## config.mk

```make
export PLATFORM = sky130hd
export DESIGN_NAME = wmr_ctrl
export DESIGN_NICKNAME = d
export VERILOG_FILES = /design/src/hw/rtl/wmr_pkg.sv /design/src/hw/rtl/wmr_ctrl.sv
export SDC_FILE = /design/constraint.sdc
export NUM_CORES = 1
export LEC_CHECK = 0
export ABC_AREA = 1
export CAP_MARGIN = 20
export CORE_AREA = 2 2 39 41
export DETAILED_ROUTE_END_ITERATION = 12
export DIE_AREA = 0 0 41 43
export DONT_BUFFER_PORTS = 1
export GPL_TIMING_DRIVEN = 0
export PLACE_DENSITY = 0.47
export SYNTH_ARGS = -nofsm -noshare
export SYNTH_HDL_FRONTEND = slang
export SYNTH_SLANG_ARGS = --single-unit
```

## constraint.sdc

```tcl
create_clock -name clk_i -period 1.7 [get_ports clk_i]
set_input_delay 0.425 -clock clk_i [delete_from_list [all_inputs] [get_ports clk_i]]
set_output_delay 0.425 -clock clk_i [all_outputs]
set_load 0.01 [all_outputs]
```

## src/hw/rtl/wmr_pkg.sv

```systemverilog
// Package with the shared constants, types and ring index helpers of the windowed max rise block.
package wmr_pkg;

  localparam int MAX_WINDOW = 128;
  localparam int VALUE_BITS = 30;
  localparam int PRICE_W    = 30;
  localparam int PROFIT_W   = 30;
  localparam int WIN_W      = 8;
  localparam int DAY_W      = 16;
  localparam int DEQ_DEPTH  = MAX_WINDOW + 1;
  localparam int IDX_W      = $clog2(DEQ_DEPTH);
  localparam int FILL_W     = $clog2(DEQ_DEPTH + 1);
  localparam int ENTRY_W    = VALUE_BITS + DAY_W;

  typedef enum logic [5:0] {
    S_IDLE    = 6'b000001,
    S_EXP_RD  = 6'b000010,
    S_EXP_CHK = 6'b000100,
    S_POP_RD  = 6'b001000,
    S_POP_CHK = 6'b010000,
    S_PUSH    = 6'b100000
  } state_e;

  typedef struct packed {
    logic load;
    logic rd_head;
    logic rd_last;
    logic drop_head;
    logic rise;
    logic drop_tail;
    logic push;
    logic emit;
  } cmd_t;

  typedef struct packed {
    logic fill_zero;
    logic fill_full;
    logic expired;
    logic keep;
  } status_t;

  function automatic logic [IDX_W-1:0] ring_next(input logic [IDX_W-1:0] i);
    ring_next = (i == IDX_W'(DEQ_DEPTH - 1)) ? '0 : i + IDX_W'(1);
  endfunction

  function automatic logic [IDX_W-1:0] ring_prev(input logic [IDX_W-1:0] i);
    ring_prev = (i == '0) ? IDX_W'(DEQ_DEPTH - 1) : i - IDX_W'(1);
  endfunction

endpackage

```

## src/hw/rtl/wmr_ctrl.sv

```systemverilog
// Controller state machine of the windowed max rise block.
module wmr_ctrl
  import wmr_pkg::*;
(
  input  logic    clk_i,
  input  logic    rst_ni,
  input  logic    in_valid_i,
  output logic    in_stall_o,
  output logic    out_valid_o,
  input  logic    out_stall_i,
  input  status_t status_i,
  output cmd_t    cmd_o
);

  state_e state_q, state_d;
  logic   out_valid_q, out_valid_d;
  logic   out_free;

  assign out_free = !out_valid_q || !out_stall_i;

  always_comb begin
    state_d = state_q;
    cmd_o   = '0;
    case (state_q)
      S_IDLE: begin
        if (in_valid_i) begin
          cmd_o.load = 1'b1;
          state_d    = S_EXP_RD;
        end
      end
      S_EXP_RD: begin
        if (status_i.fill_zero) begin
          state_d = S_PUSH;
        end else begin
          cmd_o.rd_head = 1'b1;
          state_d       = S_EXP_CHK;
        end
      end
      S_EXP_CHK: begin
        if (status_i.expired) begin
          cmd_o.drop_head = 1'b1;
          state_d         = S_EXP_RD;
        end else begin
          cmd_o.rise = 1'b1;
          state_d    = S_POP_RD;
        end
      end
      S_POP_RD: begin
        if (status_i.fill_zero) begin
          state_d = S_PUSH;
        end else begin
          cmd_o.rd_last = 1'b1;
          state_d       = S_POP_CHK;
        end
      end
      S_POP_CHK: begin
        if (status_i.keep) begin
          state_d = S_PUSH;
        end else begin
          cmd_o.drop_tail = 1'b1;
          state_d         = S_POP_RD;
        end
      end
      S_PUSH: begin
        if (out_free) begin
          cmd_o.push = 1'b1;
          cmd_o.emit = 1'b1;
          state_d    = S_IDLE;
        end
      end
      default: begin
        state_d = S_IDLE;
      end
    endcase
  end

  always_comb begin
    out_valid_d = out_valid_q;
    if (out_valid_q && !out_stall_i) begin
      out_valid_d = 1'b0;
    end
    if (cmd_o.emit) begin
      out_valid_d = 1'b1;
    end
  end

  always_ff @(posedge clk_i or negedge rst_ni) begin
    if (!rst_ni) begin
      state_q     <= S_IDLE;
      out_valid_q <= 1'b0;
    end else begin
      state_q     <= state_d;
      out_valid_q <= out_valid_d;
    end
  end

  assign in_stall_o  = (state_q != S_IDLE);
  assign out_valid_o = out_valid_q;

endmodule

```

=== Word-level counts from Yosys, hierarchy flattened ===
Index checks and enable logic that the tools add are counted.

* Bits in registers: 7
* Output and inout port bits: 10
* Logic and storage cells: 38
* Input bits: 8

* Reduce and logical (&&, ||, !) cells: 6
* Equality and inequality tests: 9
* Muxes and demuxes: 21

{| class="wikitable"
|+ Operator list
! operator !! number
|-
| 6-bit one-hot mux with 6 select lines || 1
|-
| 6-bit 2-to-1 mux || 5
|-
| 1-bit 2-to-1 mux || 11
|-
| 6-bit by 1-bit == test with 1-bit output (second input constant) || 1
|-
| 6-bit by 2-bit == test with 1-bit output (second input constant) || 1
|-
| 6-bit by 3-bit == test with 1-bit output (second input constant) || 1
|-
| 6-bit by 4-bit == test with 1-bit output (second input constant) || 1
|-
| 6-bit by 5-bit == test with 1-bit output (second input constant) || 1
|-
| 6-bit == test (second input constant) || 1
|-
| 2-bit 2-to-1 mux || 3
|-
| 6-bit by 1-bit inequality test with 1-bit output (second input constant) || 1
|-
| 4-bit 2-to-1 mux || 1
|-
| 2-bit inequality test (second input constant) || 2
|-
| 1-bit zero test || 2
|-
| 2-bit AND reduction || 1
|-
| 2-bit nonzero test || 1
|-
| 1-bit logical AND || 1
|-
| 1-bit logical OR || 1
|}

=== Longest topological paths before layout ===
Gate-level depths: netlist of run 1.

* Word-level depth: 5
* Mapped depth: 8
* Gate-level depth less buffers: 8

=== Worst setup path before layout of run 1 ===
No wires, ideal clock.

* Path kind: register -> output
* From: register state_q[0]
* To: output cmd_o[7] (netlist name)
* Cell stages (with the launch flop): 5
* Arrival time: 1.025 ns
* Data required time: 1.275 ns
* Slack: 0.250 ns
* Buffers on the path: 0
* Cell sequence: dfstp_2 inv_1 nor2_2 nand3_2 nor2_1

{| class="wikitable"
|+ RTL lines
! what !! line !! RTL
|-
| start, declared || wmr_ctrl.sv:15 || <nowiki>state_e state_q, state_d;</nowiki>
|-
| start signal, assigned || wmr_ctrl.sv:92 || <nowiki>state_q <= state_d;</nowiki>
|-
| end, declared || wmr_ctrl.sv:12 || <nowiki>output cmd_t cmd_o</nowiki>
|}

==> reports/results.ini, run 1 <==
[routing]
vias=421
first_iter_violations=3
wl_um=1000
via_per_inst=4.73
ant_nets=0
drc=0
wl_per_cell_um=11.2
firstDrtPassIters=4

[placed_design]
dp_cells=79
port_buffers=0
place_hpwl_um=708
gp_congestion=0.840

[critical_path]
worstSetupPathType=reg -> out
worstPathMaxFanout=4
crit_path_end_kind=primary output
start_kind=register
critPathRequiredTime_ns=1.27
worstPathArrival_ns=1.25

[synthesis]
synth-seq-cells=7
syn_area_per_cell_um2=7.33
synth_seq_area_share=0.382
ys_types=13
yosys_warnings=0
synth_nets=71
syn-cell-area_um2=462
synth_cells=63

[clocking]
cts_buffer_depth=2
cts_buffers=3
cts_sinks=7
cts_tree=built
clk_latency_ns=0.25
clk_pin_slew_ns=0.05
cts_root_buf=clkbuf_4
htree_levels=1

[sta]
fin_skew_ns=0.00209
maxSlewHeadroom=0.767
hold_violations=0
setup_violations=0
rsz0062_at_grt=yes
finalCritPeriodShare=0.988
period_minus_slack_ns=1.68
tns_ns=0
fmax_mhz=595
tightest_slew_ns=0.348
slew_viol_final=0

[pwr]
vdd.ir_drop.worst_v=0.000493
p_leak_nw=0.313
p_per_area_nw_per_um2=1360

[finish]
final_common_cell=nor2_4
final_layout_size_suffix_gt1_frac=0.507
n_antenna_cell=0
final_cell_mix=nor2_4, nor2_1, inv_1
finalNonFillerCells=89
nets=82
nFillCells=138
syn_to_final_growth_pct=40.1

[global_route]
grtUsageTotal=0.146
grt_pass1_vias=375
grt_pass1_wl_um=1570
antenna_found_initial=0
gr-total-overflow=0
grt_max_degree=8

[die]
ios=18
die_h_um=43
rows=14
core_area_um2=1380
dieArea_um2=1760
die_x_um=41
initial_core_util=0.334

[run]
drv_cap=0

[status]
outcome=complete, no violations

[hold_path]
min_path_type=in -> reg

cell type report:
| cell class | count | area (um2) | share of cell area |
|---|---|---|---|
| Clock buffer | 4 | 26.3 | 0.0406 |
| Buffer | 2 | 15.0 | 0.0232 |
| Multi-Input combinational cell | 42 | 315 | 0.487 |
| Inverter | 12 | 45.0 | 0.0696 |
| Timing Repair Buffer | 6 | 47.5 | 0.0735 |
| Sequential cell | 7 | 178 | 0.275 |
| Tap cell | 16 | 20.0 | 0.0309 |
sequential cells by signal (all words and copies together) (netlist names):
signal       count
out_valid_o      1
state_q          6
timing repair:
item	in CTS	in global routing
hold buffers	1	0
setup buffers	3	2
gates cloned	0	0
endpoints found under the setup margin	3	8
hold endpoints to repair	7	0
resized for setup	7	18
pin swaps	2	3
Yosys cell counts:
cell,n,share of area
nor2_1,16,0.13
nor2_2,3,0.041
inv_2,1,0.0081
dfstp_2,1,0.057
inv_1,11,0.089
nand3_1,6,0.065
nand3_2,3,0.065
nand4_2,1,0.027
dfrtp_1,6,0.33
o22ai_1,1,0.014
buf_4,2,0.033
nor2_4,3,0.073
nand2_1,9,0.073
kinds of logic (layout without fill, tap and decap cells):
kind of cell	count (synthesis)	count (layout)	synth area share
AO/OA/AOI/OAI	1	1	0.0136
AND/OR/NAND/NOR	41	41	0.474
flip-flops	7	7	0.382
buffers and inverters	14	24	0.130
metrics by stage:
| step | instance area, um2 | hold WS [ns] | utilization | power (W) | setup WS [ns] |
|---|---|---|---|---|---|
| 4_1_cts | 569 | 0.224 | 0.411 | 0.000820 | -0.0121 |
| 6_report | 647 | 0.230 | 0.467 | 0.000880 | 0.0206 |
| 3_5_place_dp | 482 | 0.130 | 0.348 | 0.000561 | 0.192 |
| 3_3_place_gp | 482 | 0.130 | 0.348 | 0.000562 | 0.190 |
| 5_1_grt | 647 | 0.216 | 0.467 | 0.000943 | -0.0852 |
| 2_1_floorplan | 462 | 0.129 | - | 0.000518 | 0.250 |
critical path: stages, from the launching register on:
cell,delay [ns]
dfstp_2,0.57
inv_2,0.05
nor2_4,0.12
nand3_4,0.12
nor2_4,0.13
final timing paths:
check / from / endpoint / slack, ns / cells past startpoint
worst max-delay path: state_q[0] / cmd_o[7] / 0.02 / 4
worst min-delay path: status_i[3] / state_q[4] / 0.23 / 1
worst max register to register: state_q[0] / state_q[0] / 0.45 / 7
worst min register to register: out_valid_o / out_valid_o / 0.57 / 2
max in group asynchronous: rst_ni / state_q[0] / 0.89 / 1
min in group asynchronous: rst_ni / state_q[5] / 0.51 / 1
report_power, final:
| group | switching [W] | total [W] | internal (W) | leakage, nW |
|---|---|---|---|---|
| logic | 0.000277 | 0.000459 | 0.000182 | 0.207 |
| clock network | 0.0000645 | 0.000154 | 0.0000898 | 0.0150 |
| registers | 0.0000501 | 0.000267 | 0.000217 | 0.0912 |
routing by layer:
layer,share of wire,global-route usage,up-vias
li1,-,-,212
met1,0.42,0.164,190
met2,0.51,0.200,17
met3,0.057,0.0524,2
met4,0.015,0.140,0
met5,0,0,-
(Power assumes the default switching activity.)
==> inputs of run 2 (changes only) <==
--- a/config.mk
+++ b/config.mk
@@ -11,8 +11,8 @@
 export DETAILED_ROUTE_END_ITERATION = 12
 export DIE_AREA = 0 0 41 43
 export DONT_BUFFER_PORTS = 1
-export GPL_TIMING_DRIVEN = 0
-export PLACE_DENSITY = 0.47
+export MAX_ROUTING_LAYER = met4
+export PLACE_DENSITY = 0.5
 export SYNTH_ARGS = -nofsm -noshare
 export SYNTH_HDL_FRONTEND = slang
 export SYNTH_SLANG_ARGS = --single-unit
==> run 2 against run 1 <==
Via count rose by 1.7%; global-route usage fell by 1.8 points; combinational power rose by 3%; clock power rose by 5%; hold slack got worse by 0.014 ns; first-iteration DRC count rose by 67%.
==> reports/results.ini, run 2 (synthesis results as in run 1) <==
[critical_path]
cp_slowest_cell=dfrtp_1
critPathMaxStageDelay_ns=0.43  ; -0.14 ns
cpMostUsedCell=nand2_2
worstPathArrival_ns=1.27  ; +0.02 ns
critPathRequiredTime_ns=1.27  ; about the same
path_cells=inv_2 -> nand2_2 -> nor2_4 -> nand2_2 -> nor2_1 -> buf_4
cp_top_family=flip-flops
critPathBufInv=2  ; +1
start_kind=register
crit_path_end_kind=primary output
worstPathMaxFanout=3  ; -1
worstSetupPathType=reg -> out

[sta]
tightest_slew_ns=0.348  ; -0.000152 ns
fmax_mhz=589  ; -1.2%
tns_ns=0  ; unchanged
setup_violations=0  ; unchanged
setup_ws_ns=0.000980  ; -0.0196 ns
finalCritPeriodShare=0.999  ; +0.0116
period_minus_slack_ns=1.70  ; +0.0196 ns
rsz0062_at_grt=yes
slew_viol_final=0  ; unchanged
fin_skew_ns=0.00314  ; +0.00105 ns
maxSlewHeadroom=0.767  ; about the same
hold_violations=0  ; unchanged

[clocking]
cts_buffer_depth=2  ; unchanged
cts_root_buf=clkbuf_4
cts_buffers=3  ; unchanged
htree_levels=1  ; unchanged
cts_tree=built
clk_latency_ns=0.26  ; about the same
clk_pin_slew_ns=0.06  ; about the same
cts_sinks=7  ; unchanged

[pwr]
swShare=0.449  ; +0.00470
intPower_w=0.000492  ; +0.54%
finalPower_w=0.000893  ; +1.4%
p_per_area_nw_per_um2=1370  ; +0.81%
vdd.ir_drop.worst_v=0.000612  ; +24%
comb_power_share=0.528  ; +0.007
p_leak_nw=0.317  ; +1.4%
clkPwrFrac=0.181  ; +0.006
switching_power_w=0.000401  ; +2.5%
pwr-share-seq=0.291  ; -0.012

[status]
outcome=complete, no violations

[routing]
wl_um=985  ; -1.6%
drc=0  ; unchanged
wl_per_cell_um=10.9  ; -2.7%
vias=428  ; +1.7%
first_iter_violations=5  ; +2
firstDrtPassIters=4  ; unchanged
via_per_inst=4.76  ; +0.53%
ant_nets=0  ; unchanged

[finish]
syn_to_final_growth_pct=40.9
nets=83  ; +1.2%
regArea_um2=176  ; -0.70%
top_register=state_q
multi_input_area_um2=313  ; -0.79%
n_antenna_cell=0  ; unchanged
final_common_cell=nor2_1
nFillCells=140  ; +1.4%
largest_register_ffs=6  ; unchanged
final_area_um2=651  ; +0.58%
final_cell_mix=nor2_1, nor2_4, inv_1
final_layout_size_suffix_gt1_frac=0.486  ; -0.0204
finalNonFillerCells=90  ; +1.1%

[global_route]
grt_pass1_wl_um=1410  ; -11%
met3_usage=0.0366  ; -0.0157
grtUsageTotal=0.128  ; -0.0180
gr-usage-met1=0.161  ; -0.00275
grt_max_degree=8  ; unchanged
antenna_found_initial=0  ; unchanged
grt_pass1_vias=339  ; -9.6%
gr-max-usage-layer=met2
use_met2=0.166  ; -0.0344
gr-total-overflow=0  ; unchanged

[hold_path]
min_path_type=in -> reg

[die]
initial_core_util=0.334  ; unchanged
die_h_um=43  ; unchanged
dieArea_um2=1760  ; unchanged
core_area_um2=1380  ; unchanged
die_x_um=41  ; unchanged
rows=14  ; unchanged
ios=18  ; unchanged

[placed_design]
dp_cells=78  ; -1.3%
dp_slack_ns=0.192  ; +0.000104 ns
dpl_cell_area_um2=474  ; -1.6%
port_buffers=0  ; unchanged
place_hpwl_um=677  ; -4.5%
gp_congestion=0.716  ; -15%

[run]
drv_cap=0  ; unchanged

==> run 2: changes by cell type in the layout (fill, tap and decap cells not counted), sizes merged <==
cell and change:
buf +1
==> run 2: through the flow <==
step	hold slack, ns	utilization
global placement	0.130	0.343
CTS	0.216	0.398
finish	0.217	0.470
global route	0.210	0.470
detailed placement	0.130	0.343
floorplan	0.129	-
==> run 2: what timing repair did <==
action | in CTS | in global routing
endpoints found under the hold margin | 7 | 0
buffers inserted | 2 | 5
setup endpoints to repair | 3 | 8
cloned | 0 | 0
pin swaps | 2 | 4
hold buffers | 1 | 0
resized for setup | 5 | 17
==> run 2: area by class of cell <==
class                           count  share of cell area
Timing Repair Buffer                9               0.108
Multi-Input combinational cell     42               0.481
Tap cell                           16              0.0308
Sequential cell                     7               0.271
Clock buffer                        4              0.0404
Inverter                           12              0.0692
==> run 2: worst paths after layout <==
kind | startpoint | to | slack, ns | depth (start not counted)
hold / removal | status_i[3] | state_q[4] | 0.22 | 1
max in group asynchronous | rst_ni | state_q[0] | 0.90 | 1
hold reg to reg | out_valid_o | out_valid_o | 0.57 | 2
min in group asynchronous | rst_ni | state_q[3] | 0.50 | 1
setup / recovery | state_q[2] | cmd_o[1] | 0.001 | 6
setup reg to reg | state_q[3] | state_q[0] | 0.42 | 8
==> run 2: worst register-to-register path, cell delays in order (launching register included) <==
cell,delay [ns]
dfrtp_1,0.38
buf_4,0.15
nor2_4,0.19
buf_4,0.15
nand4_2,0.10
nand2_1,0.10
inv_1,0.04
nand2_1,0.05
nand2_1,0.05
==> run 2: per-layer routing <==
| layer | share of wire | vias up |
|---|---|---|
| met1 | 0.42 | 198 |
| li1 | - | 212 |
| met3 | 0.064 | 2 |
| met2 | 0.49 | 16 |
| met5 | 0 | - |
| met4 | 0.024 | 0 |
==> run 2: power groups by stage <==
stage,Combinational [W],Sequential (W),Clock [W]
after floorplan,0.000261,0.000257,0
after global placement,0.000297,0.000260,0
after detailed placement,0.000299,0.000262,0
after CTS,0.000393,0.000257,0.000167
after global routing,0.000527,0.000264,0.000177
final,0.000471,0.000260,0.000162
